**src/rtl/sop_pkg.sv**
```systemverilog
// Shared constants and the arctangent table for the sine-of-polynomial block.
`timescale 1ns / 1ps
package sop_pkg;

   // Angle width at 30 fractional bits and rotation datapath width
   localparam int ZW      = 35;
   localparam int XW      = 34;
   localparam int MAX_ROT = 32;

   localparam logic signed [ZW-1:0] TWO_PI_Q30  = 35'sd6746518852;
   localparam logic signed [ZW-1:0] PI_Q30      = 35'sd3373259426;
   localparam logic signed [ZW-1:0] HALF_PI_Q30 = 35'sd1686629713;
   localparam logic signed [ZW-1:0] WRAP_Q30    = TWO_PI_Q30 - HALF_PI_Q30;
   localparam logic signed [XW-1:0] GAIN_Q30    = 34'sd652032875;

   // Look up atan(2^-i) at 30 fractional bits
   function automatic logic signed [ZW-1:0] atan_q30(input logic [4:0] idx);
      logic signed [ZW-1:0] a;
      case (idx)
         5'd0:  a = 35'sd843314857;
         5'd1:  a = 35'sd497837830;
         5'd2:  a = 35'sd263043837;
         5'd3:  a = 35'sd133525159;
         5'd4:  a = 35'sd67021687;
         5'd5:  a = 35'sd33543516;
         5'd6:  a = 35'sd16775851;
         5'd7:  a = 35'sd8388437;
         5'd8:  a = 35'sd4194283;
         5'd9:  a = 35'sd2097149;
         5'd10: a = 35'sd1048576;
         5'd11: a = 35'sd524288;
         5'd12: a = 35'sd262144;
         5'd13: a = 35'sd131072;
         5'd14: a = 35'sd65536;
         5'd15: a = 35'sd32768;
         5'd16: a = 35'sd16384;
         5'd17: a = 35'sd8192;
         5'd18: a = 35'sd4096;
         5'd19: a = 35'sd2048;
         5'd20: a = 35'sd1024;
         5'd21: a = 35'sd512;
         5'd22: a = 35'sd256;
         5'd23: a = 35'sd128;
         5'd24: a = 35'sd64;
         5'd25: a = 35'sd32;
         5'd26: a = 35'sd16;
         5'd27: a = 35'sd8;
         5'd28: a = 35'sd4;
         5'd29: a = 35'sd2;
         5'd30: a = 35'sd1;
         default: a = '0;
      endcase
      return a;
   endfunction

endpackage

```
**src/rtl/sop_rot_cell.sv**
```systemverilog
// One CORDIC rotation cell at a fixed shift.
`timescale 1ns / 1ps
module sop_rot_cell
   import sop_pkg::*;
#(
   parameter int DW  = 32,
   parameter int IDX = 0
) (
   input  logic                 clock,
   input  logic                 reset,
   input  logic                 valid_i,
   output logic                 ready_o,
   input  logic signed [XW-1:0] x_i,
   input  logic signed [XW-1:0] y_i,
   input  logic signed [ZW-1:0] z_i,
   input  logic                 flip_i,
   input  logic [3*DW-1:0]      carry_i,
   output logic                 valid_o,
   input  logic                 ready_i,
   output logic signed [XW-1:0] x_o,
   output logic signed [XW-1:0] y_o,
   output logic signed [ZW-1:0] z_o,
   output logic                 flip_o,
   output logic [3*DW-1:0]      carry_o
);

   localparam logic signed [ZW-1:0] ANGLE = atan_q30(5'(IDX));

   logic                 valid_ff, valid_in;
   logic signed [XW-1:0] x_ff, x_in, y_ff, y_in, dx, dy;
   logic signed [ZW-1:0] z_ff, z_in;
   logic                 flip_ff;
   logic [3*DW-1:0]      carry_ff;

   assign ready_o  = !valid_ff || ready_i;
   assign valid_in = ready_o ? valid_i : valid_ff;

   // Rotate toward zero residual angle
   assign dx = y_i >>> IDX;
   assign dy = x_i >>> IDX;
   always_comb begin
      if (z_i >= 0) begin
         x_in = x_i - dx;
         y_in = y_i + dy;
         z_in = z_i - ANGLE;
      end else begin
         x_in = x_i + dx;
         y_in = y_i - dy;
         z_in = z_i + ANGLE;
      end
   end

   always_ff @(posedge clock) begin
      if (reset) begin
         valid_ff <= 1'b0;
      end else begin
         valid_ff <= valid_in;
      end
   end

   always_ff @(posedge clock) begin
      if (ready_o && valid_i) begin
         x_ff     <= x_in;
         y_ff     <= y_in;
         z_ff     <= z_in;
         flip_ff  <= flip_i;
         carry_ff <= carry_i;
      end
   end

   assign valid_o = valid_ff;
   assign x_o     = x_ff;
   assign y_o     = y_ff;
   assign z_o     = z_ff;
   assign flip_o  = flip_ff;
   assign carry_o = carry_ff;

endmodule

```
**config.mk**
```make
export PLATFORM = sky130hd
export DESIGN_NAME = sop_rot_cell
export DESIGN_NICKNAME = d
export VERILOG_FILES = /design/src/rtl/sop_pkg.sv /design/src/rtl/sop_rot_cell.sv
export SDC_FILE = /design/constraint.sdc
export NUM_CORES = 1
export LEC_CHECK = 0
export ABC_AREA = 1
export BUFFER_PORTS_ARGS = -buffer_cell sky130_fd_sc_hd__buf_2
export CAP_MARGIN = 10
export CORE_ASPECT_RATIO = 2
export CORE_MARGIN = 2
export CORE_UTILIZATION = 25
export CTS_CLUSTER_SIZE = 8
export DETAILED_ROUTE_END_ITERATION = 6
export HOLD_SLACK_MARGIN = 0.02
export PLACE_DENSITY = 0.51
export SLEW_MARGIN = 20
export SYNTH_ARGS = -nofsm -noshare
export SYNTH_HDL_FRONTEND = slang
export SYNTH_SLANG_ARGS = --single-unit
```
**constraint.sdc**
```tcl
create_clock -name clock -period 25.1 [get_ports clock]
set_input_delay 5.02 -clock clock [delete_from_list [all_inputs] [get_ports clock]]
set_output_delay 5.02 -clock clock [all_outputs]
set_load 0.05 [all_outputs]
```
==> run summary, run 1 <==
status - completed
vias in the first global route - 15.46k
CP Class - in -> out
Fillers - 6718
Iteration-0 DRC Markers - 986
die width - 180.3 um
R2R setup slack - 21400 ps
max cap viols - 0
Hold WC Path Type - reg -> reg
Worst-Margin Slew - 1044 ps
LEAKAGE - 0.009267 uW
sw frac - 42.74%
largest net degree at the start of global routing - 78
Ports - 406
Int Pwr - 648.5 uW
worst skew pair latency - 500 ps
Post-CTS Setup Inserts - 0
first-pass GRT wire length - 96.59 mm
syn avg cell area - 7.563 um^2
CP arrival - 5520 ps
commonest cells after routing, fill and taps aside - 562 x nand2_1, 405 x buf_2, 297 x inv_1, 199 x edfxtp_1, 183 x nand3_1
gr ovfl total - 0
Worst setup SP type - input port
final setup fails - 0
clock root buffer - clkbuf_16
FF+latch count, synth - 200
final WL - 68.08 mm
area grow syn2layout - 21.76%
CP endpoint kind - output pin
core area - 0.06166 mm^2
Residual DRC - 0
total design power - 1133 uW
CP max FO - 2
ratio of cells with drive above 1 in the final layout - 19.84%
clock buffer depth - 2
worst vdd ir - 0.05495 mV
Die ar. - 0.06427 mm^2
Min Clock Period, post-route - 10540 ps
clock share of power - 25.6%
unrepaired setup endpoints after global routing - false
CTS sink cnt - 200
CTS tree - built
Worst Skew - 26.00 ps
CTS Buf Count - 17
GPL Wtd Cong - 0.9455
Layout Nets - 2777
dpl hpwl - 57.55 mm
die extent in y - 356.5 um
clock-pin slew of the registers on the worst-case setup and hold paths - 80 ps
Cells after DPL - 3204
Synth Instances - 2054
achievable clock frequency - 0.09487 GHz
Finished Layout Cells - 3246
CTS resizes - 0
final hold vios - 0
commonest non-fill, non-tap cell in the layout - nand2_1
synthesized area - 0.01553 mm^2
syn_nets - 2394
detailed-route vias per instance - 4.780
Post-CTS Hold Fix Bufs - 0
Ys Warns - 0
ANT nets after route - 0
Netlist cell types - 46
final setup TNS - 0 ps
slew margin rel. - 30.40%
TritonRoute pass-1 iters - 6
WP data required - 20080 ps
Sequential Power Share - 36.8%
total number of vias - 15.52k
mean routed wirelength per cell - 20.97 um
initial antenna violation count - 17
num rows - 129
Seq/Total Area, Yosys - 38.60%
period utilization - 42.00%
H-tree Lvls - 4
Total Routing Usage GR - 20.53%
Net Sw Power - 484.1 uW
port bufs - 405
Power Dens Cells - 59.88 mW/mm^2
Pins Over Slew Limit - 0
combinational power share - 37.6%
initial core utilization - 25.20%
-- registers in the layout, summed over array words and instances, names as in the netlist --
signal	cells
carry_o	96
z_o	35
x_o	34
y_o	33
flip_o	1
valid_o	1
-- worst paths after layout --
path                                            from                     to  cells after the start
worst max-delay path                         ready_i                ready_o                      4
worst min-delay path            valid_o$_SDFFE_PP0N_   valid_o$_SDFFE_PP0N_                      2
worst max register to register  valid_o$_SDFFE_PP0N_  carry_o[65]$_DFFE_PP_                      4
worst min register to register  valid_o$_SDFFE_PP0N_   valid_o$_SDFFE_PP0N_                      2
-- per-layer routing --
| layer | part of all wire [%] | GRT usage, % | vias up |
|---|---|---|---|
| met2 | 55 | 41.40 | 660 |
| met3 | 5.6 | 3.838 | 151 |
| met1 | 33 | 18.63 | 7159 |
| met5 | 0.082 | 0 | - |
| li1 | - | - | 7536 |
| met4 | 6.2 | 12.15 | 10 |
-- area by class of cell --
class                           count  area, um^2  share of cell area (%)
Inverter                          305        1147                   6.066
Antenna cell                       10       25.02                  0.1323
Tap cell                          786       983.4                   5.199
Multi-Input combinational cell   1503        8105                   42.85
Sequential cell                   200        5996                   31.70
Clock buffer                       17       425.4                   2.249
Clock inverter                     15       168.9                  0.8930
Timing Repair Buffer              410        2064                   10.91
-- synth_stat cells (all sizes together) --
| master | count | share of area, % |
|---|---|---|
| nand4 | 17 | 0.68 |
| o22ai | 6 | 0.24 |
| a21o | 14 | 0.68 |
| xor2 | 43 | 2.4 |
| nand2 | 571 | 14 |
| buf | 37 | 1.7 |
| nand3b | 5 | 0.24 |
| nand3 | 185 | 6.0 |
| mux2i | 2 | 0.13 |
| inv | 305 | 7.4 |
| fa | 4 | 0.52 |
| edfxtp | 199 | 38 |
| and3 | 1 | 0.040 |
| ha | 132 | 11 |
| a31oi | 3 | 0.12 |
| nor3b | 1 | 0.048 |
| a21boi | 3 | 0.14 |
| o31ai | 1 | 0.048 |
| nor4 | 5 | 0.24 |
| o221ai | 1 | 0.056 |
| nor2 | 178 | 4.5 |
| o21bai | 16 | 0.77 |
| o21a | 5 | 0.24 |
| dfxtp | 1 | 0.13 |
| nor3 | 22 | 0.74 |
| clkbuf | 9 | 0.22 |
| xnor2 | 4 | 0.23 |
| and2 | 1 | 0.040 |
| o21ai | 112 | 3.6 |
| a21oi | 161 | 5.3 |
| o211ai | 5 | 0.27 |
| or2 | 5 | 0.20 |
-- logic make-up after synthesis --
group | after synthesis | share of synthesized area, %
adder cells (fa/ha/maj) | 136 | 11.15
multiplexers | 2 | 0.1289
AND/OR/NAND/NOR | 991 | 26.68
flip-flops | 200 | 38.60
AO/OA/AOI/OAI | 327 | 11.49
XOR/XNOR | 47 | 2.650
buffers and inverters | 351 | 9.302
-- power by group through the flow --
stage / Clock (uW) / Combinational (uW) / Sequential [uW]
final: 290 / 426 / 417
after global routing: 313 / 457 / 420
after CTS: 305 / 428 / 418
after detailed placement: 0 / 426 / 425
after global placement: 0 / 424 / 425
after floorplan: 0 / 184 / 533
-- per-stage QoR --
step / hold slack (ps) / worst slack (ps) / cell area, um^2 / util (%)
final: 569.9 / 14560 / 18920 / 30.68
after global routing: 606.8 / 14500 / 18890 / 30.64
after CTS: 562.1 / 14560 / 18890 / 30.64
after detailed placement: 552.0 / 14560 / 18300 / 29.67
after global placement: 545.0 / 14530 / 18300 / 29.67
after floorplan: 1071 / 9661 / 15530 / -
-- worst max-delay path: stages --
cell,delay (ps)
buf_2,90
inv_1,100
nand2_1,90
buf_2,220
(Power assumes the default switching activity.)
==> run 2: changes to the inputs <==
--- a/config.mk
+++ b/config.mk
@@ -14,7 +14,7 @@
 export CTS_CLUSTER_SIZE = 8
 export DETAILED_ROUTE_END_ITERATION = 6
 export HOLD_SLACK_MARGIN = 0.02
-export PLACE_DENSITY = 0.51
+export PLACE_DENSITY = 0.52
 export SLEW_MARGIN = 20
 export SYNTH_ARGS = -nofsm -noshare
 export SYNTH_HDL_FRONTEND = slang
==> constraint.sdc (replaced) <==
create_clock -name clock -period 8.56 [get_ports clock]
set_input_delay 1.712 -clock clock [delete_from_list [all_inputs] [get_ports clock]]
set_output_delay 1.712 -clock clock [all_outputs]
set_load 0.05 [all_outputs]
==> run 2 against run 1 <==
Sequential power increased to 2.9 times the previous value. Clock skew decreased by 8.5 ps. Non-clock buffer count unchanged. Hold slack got worse by 40 ps. Largest cell class unchanged.
==> run summary, run 2 (synthesis gave the netlist of run 1 again) <==
Worst-Margin Slew - 1010 ps (-34.48 ps)
TritonRoute pass-1 iters - 5 (-1)
LEAKAGE - 0.009268 uW (about the same)
initial antenna violation count - 14 (-3)
FF-to-FF End - x_o[14]$_DFFE_PP_
Post-CTS Setup Inserts - 0 (unchanged)
GPL Wtd Cong - 0.9453 (about the same)
detailed-route vias per instance - 4.774 (-0.13%)
Reg2Reg Launch Point - valid_o$_SDFFE_PP0N_
Die ar. - 0.06427 mm^2 (unchanged)
mean routed wirelength per cell - 21.30 um (+1.6%)
CTS sink cnt - 200 (unchanged)
die width - 180.3 um (unchanged)
PnR worst setup slack - 4068 ps (-10490 ps)
Post-CTS Hold Fix Bufs - 0 (unchanged)
CTS Buf Count - 17 (unchanged)
total number of vias - 15.49k (-0.19%)
area grow syn2layout - 21.86% (about the same)
Critical path destination - z_o[30]$_DFFE_PP_
gr ovfl total - 0 (unchanged)
final setup TNS - 0 ps (unchanged)
clock-pin slew of the registers on the worst-case setup and hold paths - 90 ps (about the same)
die extent in y - 356.5 um (unchanged)
ratio of cells with drive above 1 in the final layout - 19.84% (unchanged)
commonest cells after routing, fill and taps aside - 562 x nand2_1, 405 x buf_2, 297 x inv_1, 199 x edfxtp_1, 183 x nand3_1
clock root buffer - clkbuf_16
port bufs - 405 (unchanged)
Ports - 406 (unchanged)
ANT nets after route - 0 (unchanged)
status - completed
Largest register FFs - 96 (unchanged)
Min Clock Period, post-route - 4492 ps
Setup crit start - z_i[34]
Pins Over Slew Limit - 0 (unchanged)
clock buffer depth - 2 (unchanged)
vias in the first global route - 15.89k (+2.8%)
worst vdd ir - 0.1573 mV (+190%)
largest net degree at the start of global routing - 145 (+86%)
Residual DRC - 0 (unchanged)
Hold WC Path Type - reg -> reg
CTS resizes - 0 (unchanged)
total design power - 3325 uW (+190%)
Hold Slack - 530.4 ps (-39.55 ps)
Layout Nets - 2777 (unchanged)
final setup fails - 0 (unchanged)
final WL - 69.10 mm (+1.5%)
worst skew pair latency - 480 ps (-20 ps)
R2R depth - 3 (-1)
final hold vios - 0 (unchanged)
first-pass GRT wire length - 98.73 mm (+2.2%)
commonest non-fill, non-tap cell in the layout - nand2_1
R2R setup slack - 5940 ps (-15460 ps)
Worst setup SP type - input port
CP max FO - 72 (+70)
Total Routing Usage GR - 20.96% (+0.42 points)
unrepaired setup endpoints after global routing - false
CP Class - in -> reg
Iteration-0 DRC Markers - 962 (-2.4%)
Power Dens Cells - 175.6 mW/mm^2 (+190%)
WP data required - 8800 ps (-11280 ps)
Layout Utilization - 30.70% (about the same)
H-tree Lvls - 4 (unchanged)
max cap viols - 0 (unchanged)
period utilization - 52.48%
achievable clock frequency - 0.2226 GHz
Fillers - 6698 (-0.30%)
dpl hpwl - 59.05 mm (+2.6%)
CTS tree - built
num rows - 129 (unchanged)
CP arrival - 4730 ps (-790 ps)
Worst Skew - 17.50 ps (-8.498 ps)
dpl ws - 3585 ps (-10980 ps)
CP endpoint kind - flip-flop
slew margin rel. - 32.70% (+2.3 points)
core area - 0.06166 mm^2 (unchanged)
initial core utilization - 25.20% (unchanged)
## run 2: cell count changes in the layout (fill, tap and decap cells not counted), sizes merged
cell      previous run  this run
clkinv               5         7
clkinvlp             1         2
diode               10         8
inv                314       311
## run 2: routing by layer
| layer | share of wire, % | wire length (um) | global-route usage [%] | vias to the layer above |
|---|---|---|---|---|
| met5 | 0.039 | 27 | 0 | - |
| li1 | - | - | - | 7537 |
| met3 | 5.9 | 4064 | 4.634 | 162 |
| met4 | 6.4 | 4454 | 12.26 | 4 |
| met2 | 56 | 38380 | 42.53 | 655 |
| met1 | 32 | 22170 | 18.38 | 7128 |
## run 2: worst max-delay path, cell delays in order
cell and delay [ps]:
buf_2 80, buf_4 700, inv_2 500, ha_1 540, nand2_1 110, nor2_1 250, inv_1 60, o21ai_0 290
a21o_1 180, nand3b_1 120, nand3_1 100, nand2_1 60
## run 2: worst min path at each step
stage,startpoint,end,slack [ps],cells after the start
after floorplan,valid_o$_SDFFE_PP0N_,valid_o$_SDFFE_PP0N_,1080,2
after global placement,valid_o$_SDFFE_PP0N_,valid_o$_SDFFE_PP0N_,520,2
after detailed placement,valid_o$_SDFFE_PP0N_,valid_o$_SDFFE_PP0N_,520,2
after CTS,valid_o$_SDFFE_PP0N_,valid_o$_SDFFE_PP0N_,540,2
after global routing,valid_o$_SDFFE_PP0N_,valid_o$_SDFFE_PP0N_,590,2
final,valid_o$_SDFFE_PP0N_,valid_o$_SDFFE_PP0N_,530,2
## run 2: layout make-up
class | instances | area, um^2 | share of cell area [%]
sequential | 200 | 5996 | 31.67
antenna | 8 | 20.02 | 0.1057
timing repair buffer | 410 | 2077 | 10.97
clock buffer | 17 | 425.4 | 2.247
tap | 786 | 983.4 | 5.195
multi-input combinational | 1503 | 8105 | 42.82
inverter | 305 | 1147 | 6.061
clock inverter | 15 | 176.4 | 0.9319
## run 2: where the power goes
| part | internal (uW) | leakage, uW | switching (uW) |
|---|---|---|---|
| combinational | 310 | 0.00705 | 940 |
| sequential | 1200 | 0.00194 | 29.0 |
| clock | 395 | 0.000284 | 454 |
| total | 1900 | 0.00927 | 1420 |
## run 2: per-stage QoR
step | area (um^2) | cells
global route | 18920 | 3238
floorplan | 15540 | 2054
CTS | 18910 | 3236
detailed placement | 18310 | 3204
finish | 18930 | 3244
global placement | 18310 | 3204
