## src/rtl/sop_pkg.sv

```systemverilog
// Shared constants and the arctangent table for the sine-of-polynomial block.
`timescale 1ns / 1ps
package sop_pkg;

   // Angle width at 30 fractional bits and rotation datapath width
   localparam int ZW      = 35;
   localparam int XW      = 34;
   localparam int MAX_ROT = 32;

   localparam logic signed [ZW-1:0] TWO_PI_Q30  = 35'sd6746518852;
   localparam logic signed [ZW-1:0] PI_Q30      = 35'sd3373259426;
   localparam logic signed [ZW-1:0] HALF_PI_Q30 = 35'sd1686629713;
   localparam logic signed [ZW-1:0] WRAP_Q30    = TWO_PI_Q30 - HALF_PI_Q30;
   localparam logic signed [XW-1:0] GAIN_Q30    = 34'sd652032875;

   // Look up atan(2^-i) at 30 fractional bits
   function automatic logic signed [ZW-1:0] atan_q30(input logic [4:0] idx);
      logic signed [ZW-1:0] a;
      case (idx)
         5'd0:  a = 35'sd843314857;
         5'd1:  a = 35'sd497837830;
         5'd2:  a = 35'sd263043837;
         5'd3:  a = 35'sd133525159;
         5'd4:  a = 35'sd67021687;
         5'd5:  a = 35'sd33543516;
         5'd6:  a = 35'sd16775851;
         5'd7:  a = 35'sd8388437;
         5'd8:  a = 35'sd4194283;
         5'd9:  a = 35'sd2097149;
         5'd10: a = 35'sd1048576;
         5'd11: a = 35'sd524288;
         5'd12: a = 35'sd262144;
         5'd13: a = 35'sd131072;
         5'd14: a = 35'sd65536;
         5'd15: a = 35'sd32768;
         5'd16: a = 35'sd16384;
         5'd17: a = 35'sd8192;
         5'd18: a = 35'sd4096;
         5'd19: a = 35'sd2048;
         5'd20: a = 35'sd1024;
         5'd21: a = 35'sd512;
         5'd22: a = 35'sd256;
         5'd23: a = 35'sd128;
         5'd24: a = 35'sd64;
         5'd25: a = 35'sd32;
         5'd26: a = 35'sd16;
         5'd27: a = 35'sd8;
         5'd28: a = 35'sd4;
         5'd29: a = 35'sd2;
         5'd30: a = 35'sd1;
         default: a = '0;
      endcase
      return a;
   endfunction

endpackage

```

## src/rtl/sop_fold.sv

```systemverilog
// Signed remainder fix-up and quadrant fold of the reduced angle.
`timescale 1ns / 1ps
module sop_fold
   import sop_pkg::*;
#(
   parameter int            DW        = 32,
   parameter int            FRAC_BITS = 16,
   parameter int            PW        = 17,
   parameter logic [PW-1:0] PERIOD    = '0
) (
   input  logic                 clock,
   input  logic                 reset,
   input  logic                 valid_i,
   output logic                 ready_o,
   input  logic [DW-1:0]        rem_i,
   input  logic                 neg_i,
   input  logic [3*DW-1:0]      carry_i,
   output logic                 valid_o,
   input  logic                 ready_i,
   output logic signed [ZW-1:0] z_o,
   output logic                 flip_o,
   output logic [3*DW-1:0]      carry_o
);

   localparam int K = 30 - FRAC_BITS;

   logic                 va_ff, va_in, vb_ff, vb_in, ready_b;
   logic [PW-1:0]        m, r;
   logic signed [ZW-1:0] za_ff, za_in, zb_ff, zb_in;
   logic                 flip_in, flip_ff;
   logic [3*DW-1:0]      ca_ff, cb_ff;

   assign ready_b = !vb_ff || ready_i;
   assign ready_o = !va_ff || ready_b;
   assign va_in   = ready_o ? valid_i : va_ff;
   assign vb_in   = ready_b ? va_ff : vb_ff;

   // Turn the magnitude remainder into a floor remainder, move to Q30
   assign m     = rem_i[PW-1:0];
   assign r     = (neg_i && (m != '0)) ? PERIOD - m : m;
   assign za_in = signed'(ZW'(r) << K);

   // Fold into [-pi/2, pi/2], flipping the cosine around +-pi
   always_comb begin
      if (za_ff <= HALF_PI_Q30) begin
         zb_in   = za_ff;
         flip_in = 1'b0;
      end else if (za_ff < WRAP_Q30) begin
         zb_in   = PI_Q30 - za_ff;
         flip_in = 1'b1;
      end else begin
         zb_in   = za_ff - TWO_PI_Q30;
         flip_in = 1'b0;
      end
   end

   always_ff @(posedge clock) begin
      if (reset) begin
         va_ff <= 1'b0;
         vb_ff <= 1'b0;
      end else begin
         va_ff <= va_in;
         vb_ff <= vb_in;
      end
   end

   always_ff @(posedge clock) begin
      if (ready_o && valid_i) begin
         za_ff <= za_in;
         ca_ff <= carry_i;
      end
      if (ready_b && va_ff) begin
         zb_ff   <= zb_in;
         flip_ff <= flip_in;
         cb_ff   <= ca_ff;
      end
   end

   assign valid_o = vb_ff;
   assign z_o     = zb_ff;
   assign flip_o  = flip_ff;
   assign carry_o = cb_ff;

   // Folded angle stays within a quarter turn of zero
   a_fold_range: assert property (@(posedge clock) disable iff (reset)
      vb_ff |-> (zb_ff >= -HALF_PI_Q30) && (zb_ff <= HALF_PI_Q30))
      else $error("folded angle out of range");

endmodule

```

## config.mk

```make
export PLATFORM = sky130hd
export DESIGN_NAME = sop_fold
export DESIGN_NICKNAME = d
export VERILOG_FILES = /design/src/rtl/sop_pkg.sv /design/src/rtl/sop_fold.sv
export SDC_FILE = /design/constraint.sdc
export NUM_CORES = 1
export LEC_CHECK = 0
export BUFFER_PORTS_ARGS = -buffer_cell sky130_fd_sc_hd__buf_2
export CORE_ASPECT_RATIO = 1.5
export CORE_MARGIN = 5
export CORE_UTILIZATION = 50
export CTS_BUF_LIST = sky130_fd_sc_hd__clkbuf_8
export CTS_CLUSTER_DIAMETER = 150
export DETAILED_ROUTE_END_ITERATION = 12
export HOLD_SLACK_MARGIN = 0.12
export PLACE_DENSITY_LB_ADDON = 0.1
export SLEW_MARGIN = 25
export SYNTH_ARGS = -nofsm -noshare
export SYNTH_HDL_FRONTEND = slang
export SYNTH_SLANG_ARGS = --single-unit
```

## constraint.sdc

```tcl
create_clock -name clock -period 15.9 [get_ports clock]
set_clock_uncertainty 0.1 [all_clocks]
set_input_delay 1.59 -clock clock [delete_from_list [all_inputs] [get_ports clock]]
set_output_delay 1.59 -clock clock [all_outputs]
set_load 0.03 [all_outputs]
```

==> flow_metrics.env, run 1 <==
export IMPL_crit_type="in2out"
export IMPL_synth_largest_area_cell="edfxtp_1"
export IMPL_hold_viol=0
export IMPL_timing_fmax_mhz=250
export IMPL_die_h_um=163
export IMPL_synth_cell_types=33
export IMPL_routed_wl_um=14600
export IMPL_antenna_found_initial=4
export IMPL_max_stage_delay_ns=0.30
export IMPL_syn_area_per_cell_um2=21.7
export IMPL_chipWidth_um=112
export IMPL_synth_top_area_share_pct=88.3
export IMPL_worst_pin_slew_ns=0.978
export IMPL_post_cts_buffers=0
export IMPL_htreeDepth=2
export IMPL_grt_usage_pct=15.6
export IMPL_period_share_pct=25.1
export IMPL_cp_start_kind="input port"
export IMPL_synth_area_leaders="edfxtp_1 88%, buf_4 1.6%, xor2_1 1.6%, xnor2_1 1.5%, nor2_1 0.87%"
export IMPL_timing_critical_path_slowest_stage_cell="nor2b_1"
export IMPL_yosysWarnings=0
export IMPL_end_kind="output pin"
export IMPL_worstSetupPathDepth=4
export IMPL_power_density_mw_per_mm2=126
export IMPL_relSlewSlack_pct=34.8
export IMPL_yosysMostFrequentCell="edfxtp_1"
export IMPL_syn_area_mm2=0.00775
export IMPL_path_clk_slew_ns=0.06
export IMPL_first_pass_iters=6
export IMPL_num_rows=55
export IMPL_floorplan_die_area_mm2=0.0181
export IMPL_grt_pass1_vias=4184
export IMPL_hp_class="reg2reg"
export IMPL_holdBufCountCts=0
export IMPL_drc=0
export IMPL_viasPerCell=4.64
export IMPL_portBuffers=240
export IMPL_cts_buffers=34
export IMPL_critical_path_top_delay_family="simple AND/OR/NAND/NOR gates"
export IMPL_syn_inst=357
export IMPL_ys_seq_area_share_pct=88.8
export IMPL_dr_first_iter_drc_count=205
export IMPL_outcome="completed"
export IMPL_clk_path_buf_depth=3
export IMPL_cp_cell_sequence="buf_2, nor2b_1, nand2_1, buf_2"
export IMPL_overflow=0
export IMPL_syn_to_final_growth_pct=25.7
export IMPL_nets=763
export IMPL_cts_sinks=230
export IMPL_drv_slew=0
export IMPL_start_util_pct=51.2
export IMPL_min_path_cells=0
export IMPL_setup_viol=0
export IMPL_fin_setup_tns_ns=0
export IMPL_ir_drop_uv=66.3
export IMPL_routabilityCongestion=0.807
export IMPL_ys_flop_type="edfxtp_1"
export IMPL_cts_resized=0
export IMPL_grt_first_pass_wirelength_um=21700
export IMPL_rr_worst_depth=4
export IMPL_critPathBufInv=2
export IMPL_clock_tree_root_cell="clkbuf_8"
export IMPL_via_count=3946
export IMPL_synth_seq_cells=230
export IMPL_synth_common_cells="228 x edfxtp_1, 18 x nor2_1, 17 x buf_4, 14 x xor2_1, 13 x xnor2_1"
export IMPL_core_mm2=0.0151
export IMPL_path_common_cell="buf_2"
export IMPL_clk_latency_ns=0.48
export IMPL_cts_tree="built"
export IMPL_maxCapViolCount=0
export IMPL_p_leak_nw=3.84
export IMPL_fillers=1174
export IMPL_final_antenna_net_count=0
export IMPL_p_total_mw=1.23
export IMPL_dp_cells=790
export IMPL_layout_min_cycle_time_ns=3.99
export IMPL_async_reset_ff_share_pct=0
export IMPL_dpl_hpwl_um=10600
export IMPL_drt_wirelength_per_cell_um=17.1
export IMPL_drive_gt1_share_pct=45.8
export IMPL_cp_required_ns=14.21
export IMPL_rrSetupSlack_ns=13.17
export IMPL_rsz0062_at_grt="no"
export IMPL_ios=267
export IMPL_arrival_ns=2.30
export IMPL_synth_edf_count=228
export IMPL_grt_max_degree=78
export IMPL_stdcell_count=851
export IMPL_crit_fanout=4
==> layer usage <==
layer	track usage, %	vias up	share of wire (%)
met2	28.8	157	56
met3	4.72	37	8.5
li1	-	1887	-
met5	0	-	0.23
met1	16.0	1861	33
met4	7.19	4	3.0
==> per-stage QoR <==
stage	hold WS [ns]	setup WS [ns]	utilization, %	cell area (um2)
after detailed placement	0.305	11.50	60.4	9140
after global placement	0.300	11.56	60.4	9140
after global routing	0.319	11.83	64.4	9740
final	0.311	11.91	64.4	9740
after floorplan	0.300	8.44	-	7790
after CTS	0.313	11.90	64.3	9740
==> layout make-up <==
type | instances | area [um2] | share of cell area, %
multi-input combinational | 111 | 752 | 7.72
clock buffer | 37 | 509 | 5.23
antenna | 2 | 5.00 | 0.0514
tap | 199 | 249 | 2.56
sequential | 230 | 6890 | 70.7
inverter | 7 | 26.3 | 0.270
timing repair buffer | 243 | 1220 | 12.6
clock inverter | 22 | 92.6 | 0.950
==> flip-flops by register name, summed over array words and instances (netlist names) <==
| signal | flops |
|---|---|
| va_ff | 1 |
| ca_ff | 96 |
| valid_o | 1 |
| za_ff | 17 |
| z_o | 19 |
| carry_o | 96 |
==> cell usage in the layout, fill, tap and decap left out, types with 3 or more instances in the layout <==
cell type | Yosys | final
xnor2_1 | 13 | 13
nand2_1 | 8 | 8
clkinv_1 | 0 | 6
xor2_1 | 14 | 14
clkbuf_8 | 0 | 37
conb_1 | 1 | 12
a21oi_1 | 9 | 9
inv_1 | 7 | 17
nor3_1 | 4 | 4
or3b_2 | 3 | 3
clkinv_2 | 0 | 5
buf_4 | 17 | 3
nor4_1 | 3 | 3
mux2_2 | 3 | 3
buf_2 | 0 | 240
edfxtp_1 | 228 | 228
ha_1 | 3 | 3
nor2_1 | 18 | 18
==> kinds of logic after synthesis <==
family	after synthesis	share of synthesized area, %
other cells	1	0.0484
compound gates	17	1.29
simple gates	49	3.73
xor+xnor	27	3.05
flops	230	88.8
fa+ha+maj	3	0.484
mux	3	0.436
buf+inv	27	2.13
==> where the power goes <==
part	switching [mW]	internal, mW	leakage, nW
clock network	0.202	0.214	0.348
logic	0.0666	0.0290	1.29
registers	0.0100	0.708	2.20
total	0.278	0.951	3.84
==> worst register-to-register path, stage by stage (launching register included) <==
cell and delay (ns):
dfxtp_1 0.30, nor2b_1 0.18, nor2b_4 0.54, buf_4 0.43, buf_4 0.75
==> path summary, 6_finish.rpt <==
path                             start               endpoint
setup reg to reg  valid_o$_SDFFE_PP0P_  carry_o[73]$_DFFE_PP_
setup / recovery               ready_i                ready_o
hold / removal     ca_ff[68]$_DFFE_PP_  carry_o[68]$_DFFE_PP_
hold reg to reg    ca_ff[68]$_DFFE_PP_  carry_o[68]$_DFFE_PP_
Power figures use the tool's default switching activity.
==> run 2, diff against run 1 <==
==> constraint.sdc (replaced) <==
create_clock -name clock -period 3.9 [get_ports clock]
set_clock_uncertainty 0.1 [all_clocks]
set_input_delay 0.39 -clock clock [delete_from_list [all_inputs] [get_ports clock]]
set_output_delay 0.39 -clock clock [all_outputs]
set_load 0.03 [all_outputs]
==> flow_metrics.env, run 2 (synthesized netlist as in run 1, its figures left out) <==
export IMPL_layout_commonest_cell="buf_2"
export IMPL_portBuffers=240
export IMPL_ff_latch_area_mm2=0.00689
export IMPL_multiInputGateArea_um2=752
export IMPL_first_pass_iters=4
export IMPL_maxCapViolCount=0
export IMPL_n_antenna_cell=0
export IMPL_core_mm2=0.0151
export IMPL_finalHoldWorstSlack_ns=0.162
export IMPL_grt_max_degree=61
export IMPL_layout_min_cycle_time_ns=3.03
export IMPL_drc=0
export IMPL_power_density_mw_per_mm2=472
export IMPL_antenna_found_initial=0
export IMPL_outcome="completed"
export IMPL_fillers=1018
export IMPL_cp_start_kind="input port"
export IMPL_via_count=4362
export IMPL_cts_sinks=230
export IMPL_fin_setup_tns_ns=0
export IMPL_period_share_pct=77.8
export IMPL_dr_first_iter_drc_count=176
export IMPL_crit_fanout=16
export IMPL_hold_viol=0
export IMPL_grt_pass1_vias=4709
export IMPL_path_clk_slew_ns=0.06
export IMPL_cts_tree="built"
export IMPL_start_util_pct=51.2
export IMPL_syn_to_final_growth_pct=39.6
export IMPL_nets=867
export IMPL_viasPerCell=4.58
export IMPL_arrival_ns=3.15
export IMPL_clk_latency_ns=0.47
export IMPL_die_h_um=163
export IMPL_dpl_hpwl_um=10700
export IMPL_chipWidth_um=112
export IMPL_setup_viol=0
export IMPL_cts_buffers=34
export IMPL_hp_class="in2reg"
export IMPL_drive_gt1_share_pct=39.1
export IMPL_htreeDepth=2
export IMPL_overflow=0
export IMPL_worst_pin_slew_ns=0.728
export IMPL_clk_path_buf_depth=3
export IMPL_end_kind="register"
export IMPL_timing_fmax_mhz=330
export IMPL_crit_type="in2reg"
export IMPL_final_antenna_net_count=0
export IMPL_ios=267
export IMPL_grt_usage_pct=17.2
export IMPL_p_leak_nw=4.30
export IMPL_mostFrequentLayoutCells="240 x buf_2, 228 x edfxtp_1, 104 x dlygate4sd3_1"
export IMPL_relSlewSlack_pct=51.5
export IMPL_drv_slew=0
export IMPL_routabilityCongestion=0.784
export IMPL_clock_tree_root_cell="clkbuf_8"
export IMPL_p_total_mw=5.11
export IMPL_cp_required_ns=4.01
export IMPL_drt_wirelength_per_cell_um=16.8
export IMPL_num_rows=55
export IMPL_ir_drop_uv=301
export IMPL_rsz0062_at_grt="no"
export IMPL_floorplan_die_area_mm2=0.0181
export IMPL_routed_wl_um=16100
export IMPL_cts_resized=0
export IMPL_grt_first_pass_wirelength_um=24200
-- run 2: per-layer routing --
| layer | vias to the layer above | global-route usage [%] | wire length, um |
|---|---|---|---|
| li1 | 2092 | - | - |
| met1 | 2095 | 17.5 | 5410 |
| met2 | 154 | 33.5 | 9340 |
| met3 | 21 | 4.24 | 1010 |
| met4 | 0 | 6.09 | 296 |
| met5 | - | 0 | 0 |
-- run 2: area by class of cell --
class	instances	share of cell area (%)
Clock buffer	38	4.83
Tap cell	199	2.30
Sequential cell	230	63.6
Multi-Input combinational cell	111	6.95
Clock inverter	21	0.752
Timing Repair Buffer	347	21.3
Inverter	7	0.243
-- run 2: report_power, final --
group | internal, mW | switching [mW]
clock | 0.888 | 0.810
combinational | 0.191 | 0.293
sequential | 2.88 | 0.0418
-- run 2: worst paths after layout --
| check | from | end | slack, ns | cells past startpoint |
|---|---|---|---|---|
| setup / recovery | rem_i[8] | za_ff[15]$_DFFE_PP_ | 0.87 | 9 |
| hold / removal | rem_i[7] | za_ff[21]$_DFFE_PP_ | 0.16 | 2 |
| setup reg to reg | za_ff[22]$_DFFE_PP_ | z_o[21]$_DFFE_PP_ | 1.76 | 4 |
| hold reg to reg | ca_ff[34]$_DFFE_PP_ | carry_o[34]$_DFFE_PP_ | 0.31 | 0 |
-- run 2: metrics by stage --
step	setup slack (ns)	utilization, %	area, um2	instances
floorplan	1.02	-	7800	368
global placement	0.766	60.6	9180	790
detailed placement	0.698	60.6	9180	790
CTS	0.894	71.5	10800	953
global route	0.809	71.5	10800	953
finish	0.867	71.5	10800	953
-- run 2: critical path, stage by stage --
cell and delay (ns):
dlygate4sd3_1 0.53, buf_2 0.13, or3_1 0.39, nor4b_4 0.37, nand2_1 0.09, nor3_1 0.17, ha_1 0.18, nand2b_1 0.49
mux2_2 0.40
-- run 2: timing repair --
| item | 4_1_cts | 5_1_grt |
|---|---|---|
| setup buffers | 0 | 0 |
| endpoints found under the setup margin | 0 | 0 |
| endpoints found under the hold margin | 104 | 0 |
| hold buffers | 104 | 0 |
==> run 3, diff against run 2 <==
--- a/config.mk
+++ b/config.mk
@@ -5,6 +5,7 @@
 export SDC_FILE = /design/constraint.sdc
 export NUM_CORES = 1
 export LEC_CHECK = 0
+export ABC_AREA = 1
 export BUFFER_PORTS_ARGS = -buffer_cell sky130_fd_sc_hd__buf_2
 export CORE_ASPECT_RATIO = 1.5
 export CORE_MARGIN = 5
==> constraint.sdc (replaced) <==
create_clock -name clock -period 3 [get_ports clock]
set_clock_uncertainty 0.1 [all_clocks]
set_input_delay 0.3 -clock clock [delete_from_list [all_inputs] [get_ports clock]]
set_output_delay 0.3 -clock clock [all_outputs]
set_load 0.03 [all_outputs]
==> flow_metrics.env, run 3 <==
export IMPL_first_pass_iters=4
export IMPL_synth_seq_cells=230
export IMPL_power_density_mw_per_mm2=607
export IMPL_cts_buffers=34
export IMPL_syn_area_mm2=0.00801
export IMPL_worst_pin_slew_ns=0.611
export IMPL_drive_gt1_share_pct=35.8
export IMPL_hold_viol=0
export IMPL_placed_area_mm2=0.00946
export IMPL_grt_max_degree=113
export IMPL_n_antenna_cell=0
export IMPL_synth_cell_types=27
export IMPL_setup_viol=0
export IMPL_drc=0
export IMPL_dr_first_iter_drc_count=233
export IMPL_cp_start_kind="input port"
export IMPL_nets=964
export IMPL_drv_slew=0
export IMPL_htreeDepth=2
export IMPL_drt_wirelength_per_cell_um=16.2
export IMPL_via_count=4842
export IMPL_hp_class="in2reg"
export IMPL_cts_tree="built"
export IMPL_ir_drop_uv=418
export IMPL_viasPerCell=4.61
export IMPL_yosysWarnings=0
export IMPL_clk_path_buf_depth=3
export IMPL_rsz0062_at_grt="no"
export IMPL_die_h_um=165
export IMPL_end_kind="register"
export IMPL_dpl_hpwl_um=11300
export IMPL_stdcell_count=1050
export IMPL_grt_first_pass_wirelength_um=25600
export IMPL_mostFrequentLayoutCells="240 x buf_2, 228 x edfxtp_1, 114 x dlygate4sd3_1"
export IMPL_syn_to_final_growth_pct=39.9
export IMPL_timing_fmax_mhz=404
export IMPL_antenna_found_initial=0
export IMPL_maxCapViolCount=0
export IMPL_chipWidth_um=113
export IMPL_path_clk_slew_ns=0.06
export IMPL_fin_setup_tns_ns=0
export IMPL_clk_latency_ns=0.48
export IMPL_min_path_cells=3
export IMPL_overflow=0
export IMPL_core_mm2=0.0157
export IMPL_rrSetupSlack_ns=1.22
export IMPL_grt_usage_pct=17.9
export IMPL_fillers=1067
export IMPL_grt_pass1_vias=5105
export IMPL_start_util_pct=51.1
export IMPL_final_antenna_net_count=0
export IMPL_relSlewSlack_pct=59.3
export IMPL_async_reset_ff_share_pct=0
export IMPL_num_rows=56
export IMPL_arrival_ns=2.60
export IMPL_synth_top_area_share_pct=85.4
export IMPL_syn_inst=444
export IMPL_cp_required_ns=3.13
export IMPL_p_leak_nw=4.63
export IMPL_post_cts_buffers=0
export IMPL_floorplan_die_area_mm2=0.0187
export IMPL_crit_fanout=23
export IMPL_cts_sinks=230
export IMPL_yosysMostFrequentCell="edfxtp_1"
export IMPL_post_place_ws_ns=0.587
export IMPL_routabilityCongestion=0.830
export IMPL_period_share_pct=82.5
export IMPL_setup_ws_ns=0.524
export IMPL_outcome="completed"
export IMPL_finalHoldWorstSlack_ns=0.145
export IMPL_ys_seq_area_share_pct=85.9
export IMPL_synth_area_leaders="edfxtp_1 85%, nand2_1 3.7%, buf_4 1.6%, inv_1 1.5%, xor2_2 1.2%"
export IMPL_layout_commonest_cell="buf_2"
export IMPL_final_util_pct=71.4
export IMPL_rr_worst_depth=8
export IMPL_p_total_mw=6.80
export IMPL_synth_largest_area_cell="edfxtp_1"
export IMPL_final_area_mm2=0.0112
export IMPL_ios=267
export IMPL_dp_cells=881
export IMPL_synth_edf_count=228
export IMPL_routed_wl_um=17000
export IMPL_crit_type="in2reg"
export IMPL_clock_tree_root_cell="clkbuf_8"
export IMPL_layout_min_cycle_time_ns=2.48
export IMPL_ys_flop_type="edfxtp_1"
export IMPL_portBuffers=240
export IMPL_synth_common_cells="228 x edfxtp_1, 78 x nand2_1, 32 x inv_1, 22 x nor2_1, 19 x nand3_1"
export IMPL_syn_area_per_cell_um2=18.0
==> run 3: changes by cell type in the layout (fill, tap and decap cells not counted), moves of 4 or more <==
cell           delta
nor2_1            +4
xnor2_1          -12
xor2_1            -6
inv_1            +22
nor3_1            -4
nand2_1          +70
dlygate4sd3_1    +10
a21oi_1           -5
nand3_1          +17
xor2_2            +6
==> run 3: area by class of cell <==
type                       count  area [um2]  area share [%]
tap                          203         254            2.27
timing repair buffer         359        2430            21.7
sequential                   230        6890            61.4
inverter                      33         128            1.14
clock inverter                20         134            1.19
multi-input combinational    170         897            8.00
clock buffer                  35         482            4.30
==> run 3: logic make-up (layout without fill, tap and decap cells) <==
group / count (synthesis) / in the layout / synth area share, %
buffers and inverters: 55 / 447 / 3.68
AOI/OAI and AO/OA: 14 / 14 / 1.09
adders and majority gates: 3 / 3 / 0.468
xor gates and xnor gates: 15 / 15 / 2.20
other: 1 / 12 / 0.0468
DFF: 230 / 230 / 85.9
and+or+nand+nor: 126 / 126 / 6.57
==> run 3: path summary, 6_finish.rpt <==
path	startpoint	to
min	rem_i[6]	za_ff[20]$_DFFE_PP_
min reg2reg	ca_ff[46]$_DFFE_PP_	carry_o[46]$_DFFE_PP_
max	rem_i[1]	za_ff[21]$_DFFE_PP_
max reg2reg	za_ff[24]$_DFFE_PP_	z_o[28]$_DFFE_PP_
==> run 3: power breakdown <==
| group | internal (mW) | switching (mW) | leakage [nW] |
|---|---|---|---|
| sequential | 3.75 | 0.0562 | 2.20 |
| combinational | 0.264 | 0.418 | 2.08 |
| clock | 1.25 | 1.07 | 0.353 |
| total | 5.26 | 1.54 | 4.63 |
==> run 3: routing by layer <==
layer	GRT usage (%)	routed length, um
met1	18.3	5580
met2	34.8	9760
met3	3.90	1120
met5	0	0
met4	7.60	508
==> run 3: worst max-delay path, stage by stage <==
cell           delay, ns
dlygate4sd3_1       0.53
buf_2               0.12
inv_1               0.08
ha_1                0.18
nand3_1             0.14
nor2_1              0.22
nand3_1             0.19
nor2_1              0.13
ha_1                0.15
nor2_1              0.05
buf_4               0.19
inv_1               0.10
nor2_1              0.06
xor2_1              0.15
==> run 3: what timing repair did <==
action,4_1_cts,5_1_grt
resized for setup,0,0
hold endpoints to repair,113,0
hold buffers,114,0
